## src/hdl/csa_pkg.sv

```systemverilog
// Package for the CSR scatter-add block: field widths, matrix sizes,
// function and status codes, word and memory-request types.
// No dependencies; every other file of the block but csa_ram imports it.
package csa_pkg;

  // Matrix sizes
  localparam int unsigned ROWS     = 1024;
  localparam int unsigned NNZ      = 8192;
  localparam int unsigned RS_DEPTH = ROWS + 1;
  localparam int unsigned RS_AW    = (RS_DEPTH > 1) ? $clog2(RS_DEPTH) : 1;
  localparam int unsigned ENT_AW   = (NNZ > 1) ? $clog2(NNZ) : 1;

  // Field widths
  localparam int unsigned FUNC_W = 3;
  localparam int unsigned ROW_W  = 11;
  localparam int unsigned COL_W  = 10;
  localparam int unsigned POS_W  = 14;
  localparam int unsigned VAL_W  = 32;
  localparam int unsigned FPOS_W = 13;

  typedef enum logic [FUNC_W-1:0] {
    FN_WR_ROW = 3'd0,
    FN_WR_COL = 3'd1,
    FN_WR_VAL = 3'd2,
    FN_ACC    = 3'd3,
    FN_RD_VAL = 3'd4
  } func_e;

  typedef enum logic [1:0] {
    ST_OK        = 2'd0,
    ST_NOT_FOUND = 2'd1,
    ST_RANGE     = 2'd2
  } status_e;

  typedef struct packed {
    logic [FUNC_W-1:0]       func;
    logic [ROW_W-1:0]        row;
    logic [COL_W-1:0]        col;
    logic [POS_W-1:0]        position;
    logic signed [VAL_W-1:0] value;
    logic                    last_entry;
  } in_word_t;

  typedef struct packed {
    status_e                 status;
    logic signed [VAL_W-1:0] read_value;
    logic [FPOS_W-1:0]       found_position;
    logic                    last_out;
  } out_word_t;

  // Row-start table port
  typedef struct packed {
    logic             we;
    logic [RS_AW-1:0] waddr;
    logic [POS_W-1:0] wdata;
    logic             re;
    logic [RS_AW-1:0] raddr;
  } rs_req_t;

  // Column-index and value memories share one address scheme
  typedef struct packed {
    logic              col_we;
    logic              val_we;
    logic [ENT_AW-1:0] waddr;
    logic [COL_W-1:0]  col_wdata;
    logic [VAL_W-1:0]  val_wdata;
    logic              re;
    logic [ENT_AW-1:0] raddr;
  } ent_req_t;

endpackage

```

## src/hdl/csa_if.sv

```systemverilog
// Valid/ready channel interfaces for the input and result words.
// Depends on csa_pkg for the word types.
interface csa_in_if;
  import csa_pkg::*;
  logic     valid;
  logic     ready;
  in_word_t data;
  modport source (output valid, output data, input ready);
  modport sink (input valid, input data, output ready);
endinterface

interface csa_out_if;
  import csa_pkg::*;
  logic      valid;
  logic      ready;
  out_word_t data;
  modport source (output valid, output data, input ready);
  modport sink (input valid, input data, output ready);
endinterface

```

## src/hdl/csa_ctrl.sv

```systemverilog
// Sequencer of the CSR scatter-add block: decodes each word, drives the
// memories, scans a row with one shared adder and holds the result word.
// Depends on csa_pkg and csa_if.
module csa_ctrl (
  input  logic               clk_i,
  input  logic               rst_ni,
  csa_in_if.sink             in_i,
  csa_out_if.source          out_o,
  output csa_pkg::rs_req_t   rs_req_o,
  input  logic [csa_pkg::POS_W-1:0] rs_rdata_i,
  output csa_pkg::ent_req_t  ent_req_o,
  input  logic [csa_pkg::COL_W-1:0] col_rdata_i,
  input  logic [csa_pkg::VAL_W-1:0] val_rdata_i
);
  import csa_pkg::*;

  typedef enum logic [7:0] {
    S_IDLE     = 8'b0000_0001,
    S_EXEC     = 8'b0000_0010,
    S_RS_HI    = 8'b0000_0100,
    S_RS_WAIT  = 8'b0000_1000,
    S_SCAN     = 8'b0001_0000,
    S_CMP      = 8'b0010_0000,
    S_ENT_WAIT = 8'b0100_0000,
    S_FIN      = 8'b1000_0000
  } state_e;

  state_e            st_q, st_d;
  in_word_t          item_q, item_d;
  logic [POS_W-1:0]  at_q, at_d;
  logic [POS_W-1:0]  bound_q, bound_d;
  status_e           res_st_q, res_st_d;
  logic [VAL_W-1:0]  res_val_q, res_val_d;
  logic [FPOS_W-1:0] res_pos_q, res_pos_d;
  out_word_t         out_q, out_d;
  logic              out_vld_q, out_vld_d;

  // Shared adder: saturating accumulate or scan-pointer increment
  logic [VAL_W:0]    alu_a, alu_b, alu_sum;
  logic [VAL_W-1:0]  sat_sum;
  logic              col_hit;
  logic              ent_in_range;
  logic [RS_AW-1:0]  row_idx, row_idx_hi;
  logic [ENT_AW-1:0] pos_idx, at_idx;

  assign col_hit      = (col_rdata_i == item_q.col);
  assign ent_in_range = (32'(item_q.position) < NNZ);
  assign row_idx      = RS_AW'(item_q.row);
  assign row_idx_hi   = RS_AW'(32'(item_q.row) + 32'd1);
  assign pos_idx      = ENT_AW'(item_q.position);
  assign at_idx       = ENT_AW'(at_q);

  always_comb begin
    if (col_hit) begin
      alu_a = {val_rdata_i[VAL_W-1], val_rdata_i};
      alu_b = {item_q.value[VAL_W-1], item_q.value};
    end else begin
      alu_a = (VAL_W + 1)'(at_q);
      alu_b = (VAL_W + 1)'(1);
    end
    alu_sum = alu_a + alu_b;
    // Clamp on signed overflow
    if (alu_sum[VAL_W] != alu_sum[VAL_W-1]) begin
      sat_sum = alu_sum[VAL_W] ? {1'b1, {(VAL_W-1){1'b0}}} : {1'b0, {(VAL_W-1){1'b1}}};
    end else begin
      sat_sum = alu_sum[VAL_W-1:0];
    end
  end

  // Sequencer
  always_comb begin
    st_d      = st_q;
    item_d    = item_q;
    at_d      = at_q;
    bound_d   = bound_q;
    res_st_d  = res_st_q;
    res_val_d = res_val_q;
    res_pos_d = res_pos_q;
    out_d     = out_q;
    out_vld_d = out_vld_q;
    rs_req_o  = '0;
    ent_req_o = '0;
    in_i.ready = 1'b0;

    // Drop the result word once taken
    if (out_vld_q && out_o.ready) begin
      out_vld_d = 1'b0;
    end

    case (st_q)
      S_IDLE: begin
        in_i.ready = 1'b1;
        if (in_i.valid) begin
          item_d = in_i.data;
          st_d   = S_EXEC;
        end
      end
      S_EXEC: begin
        res_st_d  = ST_RANGE;
        res_val_d = '0;
        res_pos_d = '0;
        st_d      = S_FIN;
        case (item_q.func)
          FN_WR_ROW: begin
            if (32'(item_q.row) <= ROWS) begin
              rs_req_o.we    = 1'b1;
              rs_req_o.waddr = row_idx;
              rs_req_o.wdata = item_q.position;
              res_st_d       = ST_OK;
            end
          end
          FN_WR_COL, FN_WR_VAL, FN_RD_VAL: begin
            if (ent_in_range) begin
              ent_req_o.col_we    = (item_q.func == FN_WR_COL);
              ent_req_o.val_we    = (item_q.func == FN_WR_VAL);
              ent_req_o.waddr     = pos_idx;
              ent_req_o.col_wdata = item_q.col;
              ent_req_o.val_wdata = item_q.value;
              ent_req_o.re        = 1'b1;
              ent_req_o.raddr     = pos_idx;
              st_d                = S_ENT_WAIT;
            end
          end
          FN_ACC: begin
            if (32'(item_q.row) < ROWS) begin
              rs_req_o.re    = 1'b1;
              rs_req_o.raddr = row_idx;
              st_d           = S_RS_HI;
            end
          end
          default: begin
            res_st_d = ST_RANGE;
          end
        endcase
      end
      S_RS_HI: begin
        rs_req_o.re    = 1'b1;
        rs_req_o.raddr = row_idx_hi;
        at_d           = rs_rdata_i;
        st_d           = S_RS_WAIT;
      end
      S_RS_WAIT: begin
        // Stop the scan at the end of the entry memory
        if (32'(rs_rdata_i) > NNZ) begin
          bound_d = POS_W'(NNZ);
        end else begin
          bound_d = rs_rdata_i;
        end
        st_d = S_SCAN;
      end
      S_SCAN: begin
        if (at_q < bound_q) begin
          ent_req_o.re    = 1'b1;
          ent_req_o.raddr = at_idx;
          st_d            = S_CMP;
        end else begin
          res_st_d = ST_NOT_FOUND;
          st_d     = S_FIN;
        end
      end
      S_CMP: begin
        if (col_hit) begin
          ent_req_o.val_we    = 1'b1;
          ent_req_o.waddr     = at_idx;
          ent_req_o.val_wdata = sat_sum;
          res_st_d            = ST_OK;
          res_val_d           = sat_sum;
          res_pos_d           = FPOS_W'(at_q);
          st_d                = S_FIN;
        end else begin
          at_d = alu_sum[POS_W-1:0];
          st_d = S_SCAN;
        end
      end
      S_ENT_WAIT: begin
        res_st_d  = ST_OK;
        res_val_d = (item_q.func == FN_WR_VAL) ? item_q.value : val_rdata_i;
        res_pos_d = FPOS_W'(item_q.position);
        st_d      = S_FIN;
      end
      S_FIN: begin
        // Hold until the result register is free
        if (!out_vld_q || out_o.ready) begin
          out_d.status         = res_st_q;
          out_d.read_value     = res_val_q;
          out_d.found_position = res_pos_q;
          out_d.last_out       = item_q.last_entry;
          out_vld_d            = 1'b1;
          st_d                 = S_IDLE;
        end
      end
      default: begin
        st_d = S_IDLE;
      end
    endcase
  end

  // Control state
  always_ff @(posedge clk_i or negedge rst_ni) begin
    if (!rst_ni) begin
      st_q      <= S_IDLE;
      out_vld_q <= 1'b0;
    end else begin
      st_q      <= st_d;
      out_vld_q <= out_vld_d;
    end
  end

  // Payload registers
  always_ff @(posedge clk_i) begin
    item_q    <= item_d;
    at_q      <= at_d;
    bound_q   <= bound_d;
    res_st_q  <= res_st_d;
    res_val_q <= res_val_d;
    res_pos_q <= res_pos_d;
    out_q     <= out_d;
  end

  assign out_o.valid = out_vld_q;
  assign out_o.data  = out_q;

endmodule

```

## src/flat_wrapper.sv

```systemverilog
// flat-port wrapper written by rule: the top's interface ports become plain ports
module csa_ctrl_flat import csa_pkg::*;
  (clk_i, rst_ni, rs_req_o, rs_rdata_i, ent_req_o, col_rdata_i, val_rdata_i, in_i_valid, in_i_data, in_i_ready, out_o_valid, out_o_data, out_o_ready);
  csa_in_if in_i_i ();
  csa_out_if out_o_i ();
  input  logic clk_i;
  input  logic rst_ni;
  output csa_pkg::rs_req_t rs_req_o;
  input  logic [csa_pkg::POS_W-1:0] rs_rdata_i;
  output csa_pkg::ent_req_t ent_req_o;
  input  logic [csa_pkg::COL_W-1:0] col_rdata_i;
  input  logic [csa_pkg::VAL_W-1:0] val_rdata_i;
  input wire logic [$bits(in_i_i.valid)-1:0] in_i_valid;
  input wire logic [$bits(in_i_i.data)-1:0] in_i_data;
  output wire logic [$bits(in_i_i.ready)-1:0] in_i_ready;
  output wire logic [$bits(out_o_i.valid)-1:0] out_o_valid;
  output wire logic [$bits(out_o_i.data)-1:0] out_o_data;
  input wire logic [$bits(out_o_i.ready)-1:0] out_o_ready;
  assign in_i_i.valid = in_i_valid;
  assign in_i_i.data = in_i_data;
  assign in_i_ready = in_i_i.ready;
  assign out_o_valid = out_o_i.valid;
  assign out_o_data = out_o_i.data;
  assign out_o_i.ready = out_o_ready;
  csa_ctrl u_core (.clk_i(clk_i), .rst_ni(rst_ni), .in_i(in_i_i), .out_o(out_o_i), .rs_req_o(rs_req_o), .rs_rdata_i(rs_rdata_i), .ent_req_o(ent_req_o), .col_rdata_i(col_rdata_i), .val_rdata_i(val_rdata_i));
endmodule
```

## config.mk

```make
export PLATFORM = sky130hd
export DESIGN_NAME = csa_ctrl_flat
export DESIGN_NICKNAME = d
export VERILOG_FILES = /design/src/hdl/csa_pkg.sv /design/src/hdl/csa_if.sv /design/src/hdl/csa_ctrl.sv /design/src/flat_wrapper.sv
export SDC_FILE = /design/constraint.sdc
export NUM_CORES = 1
export LEC_CHECK = 0
export CAP_MARGIN = 20
export CORE_AREA = 4 4 162 164
export CTS_CLUSTER_DIAMETER = 120
export DETAILED_ROUTE_END_ITERATION = 12
export DIE_AREA = 0 0 166 168
export DONT_BUFFER_PORTS = 1
export REMOVE_ABC_BUFFERS = 1
export SLEW_MARGIN = 20
export SYNTH_ARGS = -nofsm -noshare
export SYNTH_HDL_FRONTEND = slang
export SYNTH_SLANG_ARGS = --single-unit
```

## constraint.sdc

```tcl
create_clock -name clk_i -period 13.75 [get_ports clk_i]
set_clock_uncertainty 0.2 [all_clocks]
set_input_delay 3.4375 -clock clk_i [delete_from_list [all_inputs] [get_ports clk_i]]
set_output_delay 3.4375 -clock clk_i [all_outputs]
set_load 0.05 [all_outputs]
```

==> impl_metrics.ini, run 1 <==
[logic_synthesis]
yosys_warnings = 0
synth_most_common_cell = sky130_fd_sc_hd__edfxtp_1
post-synth-top-area-fraction_pct = 50.40
synth.largest_area_cell = sky130_fd_sc_hd__edfxtp_1
yosys_register_bits = 203
synth.lib_cells_used.distinct = 66
netlist_instances = 1043
largest_cells_by_area_after_synthesis = sky130_fd_sc_hd__edfxtp_1 (50%), sky130_fd_sc_hd__ha_1 (5.1%), sky130_fd_sc_hd__and2_1 (4.9%)
postSynth.asyncResetShare_pct = 4.433
netlist_top_cells_count = sky130_fd_sc_hd__edfxtp_1 (194), sky130_fd_sc_hd__and2_1 (91), sky130_fd_sc_hd__nand2_1 (84), sky130_fd_sc_hd__o21ai_0 (75)
cell_area_after_technology_mapping_sq_um = 11560
synth.yosys.seq_area_share_pct = 52.36
ys_dominant_reg_cell = sky130_fd_sc_hd__edfxtp_1
synth-edff-count = 194
avgSynthCellArea_sq_um = 11.08

[floorplan]
floorplan.die_area_sq_um = 27890
core.rowCount = 58
start_util_pct = 46.44
core_area_sq_um = 24890
io_pins = 290
floorplan.die.height_um = 168
die_width_um = 166

[run_status]
outcome = complete, no violations

[global_route]
pin_count_of_the_biggest_net_entering_global_routing = 72
first_global_vias = 8344
wire_length_of_the_first_global_routing_pass_mm = 49.82
grt_antenna_before_repair = 2
global_routing_usage_summed_across_all_routing_layers_pct = 22.51
grt_overflow = 0

[worst_setup_path]
required_ns = 10.11
cp_max_fo = 69
crit_path_start_kind = input pin
worst-r2r-cell-count = 16
worst-endpoint-arrival_ns = 8.13
path_class = input pin to primary output
critPathCaptureType = primary output

[clocking]
cts.root.buffer_cell = sky130_fd_sc_hd__clkbuf_16
number_of_hold_repair_buffers_added_at_the_cts_stage = 0
clock_latency_ns = 0.54
cts_num_sinks = 203
tritoncts_clock_tree = done
cts_setup_buffers = 0
post_cts_resized = 0
cts_buffers = 24
clk_pin_slew_worst_paths_ns = 0.06
clock_tree.htree_level_count = 1
cts_buffer_depth = 3

[drt]
wl_per_cell_um = 23.41
detail-route-antenna-nets = 0
dr.pass1.iters = 5
routed_via_density = 6.083
post-route-drc-count = 0
via_count = 8474
wl_mm = 32.61
drt-initial-drc-count = 632

[placement]
place_ws_ns = 1.864
dpl.hpwl_mm = 23.41
routabilityCongestion = 0.9028
placement.cell_area_sq_um = 12060
io_buffer_count = 0

[power_and_ir_drop]
power_per_cell_area_nw_per_um2 = 131.7
static-leakage-power_nw = 4.751
vdd_ir_drop_max_mv = 0.1077

[sta]
unrepaired_setup_endpoints_after_global_routing = no
final_max_slew_viol_count = 0
finalHoldViolations = 0
fin_crit_sh_pct = 85.59
relative_max_transition_margin_pct = 27.69
period_minus_slack_ns = 11.77
setup_viol = 0
clock.fmax_ghz = 0.08497
postLayoutSetupSlackWorst_ns = 1.981
worst-slew-pin-transition_ns = 1.080

[layout]
syn2layout_area_growth_pct = 11.08
layout.nets = 1222
drive_gt1_share_pct = 10.37
fillCellCount = 2210
final_design_area_no_fill_sq_um = 12840

[min_path]
holdCritPathClass = flip-flop to flip-flop
hold_path_depth = 0

[job]
drv_cap = 0
-- sequential cells by signal (all words and copies together) (netlist names) --
register,count
u_core.bound_q,14
u_core.at_q,14
u_core.res_val_q,32
u_core.row_idx,11
u_core.item_q,60
u_core.out_o.data,48
u_core.out_o.valid,1
u_core.res_pos_q,13
u_core.st_q,8
u_core.res_st_q,2
-- critical path: stages --
cell                        delay [ns]
sky130_fd_sc_hd__xnor2_1          0.14
sky130_fd_sc_hd__nand4_1          0.14
sky130_fd_sc_hd__nor4_2           0.23
sky130_fd_sc_hd__buf_4            0.53
sky130_fd_sc_hd__mux2_2           0.40
sky130_fd_sc_hd__ha_1             0.35
sky130_fd_sc_hd__o211ai_1         0.13
sky130_fd_sc_hd__o211ai_1         0.27
sky130_fd_sc_hd__a21oi_2          0.18
sky130_fd_sc_hd__a2111oi_1        0.66
sky130_fd_sc_hd__nor4b_1          0.18
sky130_fd_sc_hd__a31oi_4          0.27
sky130_fd_sc_hd__nand2_1          0.53
sky130_fd_sc_hd__o211ai_1         0.41
sky130_fd_sc_hd__buf_4            0.24
-- cell families after synthesis --
group | after synthesis | synth area share [%]
simple gates | 329 | 14.96
compound gates | 275 | 16.62
flops | 203 | 52.36
buf+inv | 99 | 3.377
mux | 48 | 4.319
fa+ha+maj | 48 | 5.261
xor+xnor | 41 | 3.107
-- path summary, 6_finish.rpt --
path | slack, ns | startpoint | to
worst max-delay path | 1.98 | col_rdata_i[6] | ent_req_o[27]
worst min-delay path | 0.21 | u_core.res_val_q[21]$_DFFE_PP_ | u_core.out_o.data[35]$_DFFE_PP_
worst max register to register | 8.06 | u_core.item_q[53]$_DFFE_PP_ | u_core.res_val_q[12]$_DFFE_PP_
worst min register to register | 0.21 | u_core.res_val_q[21]$_DFFE_PP_ | u_core.out_o.data[35]$_DFFE_PP_
max in group asynchronous | 10.79 | rst_ni | u_core.st_q[0]$_DFFE_PN1P_
min in group asynchronous | 2.39 | rst_ni | u_core.st_q[3]$_DFFE_PN0P_
-- cell type report --
cell class,instances,area (sq um),area share [%]
sequential,203,6052,47.14
timing repair buffer,34,267.8,2.085
clock buffer,30,623.1,4.853
antenna,2,5.005,0.03898
tap,330,412.9,3.216
inverter,39,146.4,1.140
clock inverter,14,133.9,1.043
multi-input combinational,741,5199,40.49
-- where the power goes --
group	internal (W)	total, W	switching, W	leakage (nW)
clock	0.000359	0.000613	0.000254	0.370
sequential	0.000790	0.000864	0.0000742	1.91
combinational	0.0000593	0.000214	0.000154	2.47
-- per-stage QoR --
step,utilization [%],hold slack (ns),total power [W],TNS [ns],cells
finish,51.58,0.2073,0.001691,0,1393
global route,51.58,0.2220,0.001760,0,1393
CTS,51.48,0.2052,0.001704,0,1390
floorplan,-,0.2003,0.001021,-37.21,983
detailed placement,48.44,0.2045,0.001089,0,1346
global placement,48.43,0.2005,0.001083,0,1346
-- cell usage in the layout (no fill, tap or decap), drive strengths merged, types with 18 or more instances in the layout --
| master | instances |
|---|---|
| clkbuf | 30 |
| nor2 | 45 |
| a21oi | 40 |
| nand2 | 84 |
| xnor2 | 30 |
| and2 | 92 |
| inv | 38 |
| mux2i | 33 |
| o21ai | 75 |
| a21o | 18 |
| ha | 47 |
| buf | 34 |
| nor3 | 19 |
| edfxtp | 194 |
| a22o | 42 |
-- metal layers --
metal / wire length (um) / vias up / GRT usage [%]
li1: - / 3929 / -
met1: 14160 / 4144 / 30.81
met2: 14940 / 356 / 36.13
met3: 2901 / 45 / 5.964
met4: 609 / 0 / 5.380
met5: 0 / - / 0
(Power assumes the default switching activity.)
==> run 2: changes to the inputs <==
Settings changed: REMOVE_ABC_BUFFERS 1 to default.
==> run 2 against run 1 <==
Compared with the run above: maximum frequency down 1.8%; combinational power barely moved; global-route usage increased by 0.79 points; sequential power up 0.6%; critical path depth decreased by 1; clock power is 2% higher; critical endpoint is now ent_req_o[29].
==> impl_metrics.ini, run 2 (synthesized netlist as in run 1, its figures left out) <==
[clocking]
cts_buffer_depth = 3
cts_setup_buffers = 0
number_of_hold_repair_buffers_added_at_the_cts_stage = 0
cts.root.buffer_cell = sky130_fd_sc_hd__clkbuf_16
post_cts_resized = 0
clock_latency_ns = 0.52
cts_buffers = 24
cts_num_sinks = 203
clk_pin_slew_worst_paths_ns = 0.06
tritoncts_clock_tree = done
clock_tree.htree_level_count = 1

[global_route]
pin_count_of_the_biggest_net_entering_global_routing = 72
first_global_vias = 8110
global_routing_usage_summed_across_all_routing_layers_pct = 23.30
wire_length_of_the_first_global_routing_pass_mm = 50.91
grt_antenna_before_repair = 6
grt_overflow = 0

[sta]
finalHoldViolations = 0
fin_tns_setup_ns = 0
final_max_slew_viol_count = 0
clock.fmax_ghz = 0.08347
unrepaired_setup_endpoints_after_global_routing = no
relative_max_transition_margin_pct = 23.02
worst-slew-pin-transition_ns = 1.152
setup_viol = 0
period_minus_slack_ns = 11.98
fin_crit_sh_pct = 87.13

[worst_setup_path]
r2r_setup_slack_ns = 7.81
cp_max_fo = 69
crit_path_start_kind = input pin
required_ns = 10.11
worst-endpoint-arrival_ns = 8.34
critPathCaptureType = primary output
path_class = input pin to primary output

[layout]
fillCellCount = 2236
registers.top_by_ff_count = u_core.item_q
drive_gt1_share_pct = 9.178
layout_commonest_cell = sky130_fd_sc_hd__edfxtp_1
mostFrequentLayoutCells = sky130_fd_sc_hd__edfxtp_1 (194), sky130_fd_sc_hd__and2_1 (90), sky130_fd_sc_hd__nand2_1 (84)
syn2layout_area_growth_pct = 10.57
layout.nets = 1207
largest_register_ffs = 60
fin_util_pct = 51.34

[floorplan]
core.rowCount = 58
floorplan.die.height_um = 168
start_util_pct = 46.44
die_width_um = 166
core_area_sq_um = 24890
io_pins = 290
floorplan.die_area_sq_um = 27890

[run_status]
outcome = complete, no violations

[power_and_ir_drop]
net-switching-power_w = 0.0004835
p_int_w = 0.001223
vdd_ir_drop_max_mv = 0.1374
power.switching_fraction_pct = 28.34
proportion_of_power_drawn_by_flip_flops_and_latches_pct = 50.9
pwr-share-clk_pct = 36.7
static-leakage-power_nw = 4.685
share_comb_of_total_power_pct = 12.4
power_per_cell_area_nw_per_um2 = 133.5

[drt]
wl_mm = 34.03
detail-route-antenna-nets = 0
dr.pass1.iters = 5
via_count = 8442
routed_via_density = 6.131
drt-initial-drc-count = 819
wl_per_cell_um = 24.72
post-route-drc-count = 0

[min_path]
holdCritPathClass = flip-flop to flip-flop

[job]
drv_cap = 0

[placement]
io_buffer_count = 0
routabilityCongestion = 0.9280
dpl.hpwl_mm = 25.10

[logic_synthesis]
synthesized_nets = 1222
-- run 2: cell count changes in the layout (fill, tap and decap cells not counted), moves of 2 or more --
cell and change:
sky130_fd_sc_hd__clkinv_1 +2, sky130_fd_sc_hd__clkinv_2 -5, sky130_fd_sc_hd__buf_4 -15, sky130_fd_sc_hd__o21ai_1 +2, sky130_fd_sc_hd__clkbuf_1 -4, sky130_fd_sc_hd__clkbuf_8 +4, sky130_fd_sc_hd__o21ai_0 -2, sky130_fd_sc_hd__clkinvlp_4 +2
-- run 2: worst paths after layout --
| check | from | to | cells past startpoint |
|---|---|---|---|
| max | col_rdata_i[1] | ent_req_o[29] | 14 |
| min | u_core.res_val_q[23]$_DFFE_PP_ | u_core.out_o.data[37]$_DFFE_PP_ | 0 |
| max reg2reg | u_core.item_q[48]$_DFFE_PP_ | u_core.res_val_q[14]$_DFFE_PP_ | 15 |
| min reg2reg | u_core.res_val_q[23]$_DFFE_PP_ | u_core.out_o.data[37]$_DFFE_PP_ | 0 |
| max in group asynchronous | rst_ni | u_core.st_q[0]$_DFFE_PN1P_ | 0 |
| min in group asynchronous | rst_ni | u_core.st_q[7]$_DFFE_PN0P_ | 0 |
-- run 2: power groups by stage --
stage / Combinational (W) / Sequential [W] / Clock, W
finish: 0.000211 / 0.000869 / 0.000626
global route: 0.000230 / 0.000879 / 0.000667
CTS: 0.000206 / 0.000870 / 0.000643
detailed placement: 0.000206 / 0.000882 / 0
global placement: 0.000205 / 0.000879 / 0
floorplan: 0.000162 / 0.000858 / 0
-- run 2: through the flow --
| step | hold slack, ns | area (sq um) | instances | setup WS [ns] | total power, W |
|---|---|---|---|---|---|
| after global routing | 0.2228 | 12780 | 1377 | 1.334 | 0.001776 |
| after global placement | 0.2002 | 11940 | 1331 | 1.857 | 0.001084 |
| after floorplan | 0.2003 | 11560 | 1043 | 1.885 | 0.001020 |
| after detailed placement | 0.2045 | 11940 | 1331 | 1.797 | 0.001088 |
| final | 0.2116 | 12780 | 1377 | 1.770 | 0.001706 |
| after CTS | 0.2156 | 12740 | 1375 | 1.775 | 0.001720 |
-- run 2: critical path: stages --
cell                        delay [ns]
sky130_fd_sc_hd__xnor2_1          0.15
sky130_fd_sc_hd__nand4_1          0.17
sky130_fd_sc_hd__nor4_2           0.17
sky130_fd_sc_hd__buf_4            0.55
sky130_fd_sc_hd__mux2_2           0.44
sky130_fd_sc_hd__ha_1             0.30
sky130_fd_sc_hd__a211oi_1         0.25
sky130_fd_sc_hd__o211ai_1         0.14
sky130_fd_sc_hd__a21oi_2          0.36
sky130_fd_sc_hd__a2111oi_1        0.18
sky130_fd_sc_hd__or2_2            0.35
sky130_fd_sc_hd__a31oi_4          0.29
sky130_fd_sc_hd__nand2_1          0.51
sky130_fd_sc_hd__o21ai_1          1.00
-- run 2: final cells by class --
type / instances / area [sq um] / area share, %
sequential: 203 / 6052 / 47.36
multi-input combinational: 741 / 5202 / 40.71
clock buffer: 31 / 688.2 / 5.385
tap: 330 / 412.9 / 3.231
timing repair buffer: 19 / 162.7 / 1.273
inverter: 39 / 146.4 / 1.145
clock inverter: 13 / 112.6 / 0.8811
antenna: 1 / 2.502 / 0.01958
-- run 2: layer usage --
layer | wire length [um] | GRT usage [%] | vias to the layer above
met5 | 55 | 0 | -
met4 | 830 | 5.954 | 8
met2 | 15120 | 35.81 | 386
met3 | 3122 | 7.373 | 54
met1 | 14910 | 32.33 | 4092
li1 | - | - | 3902
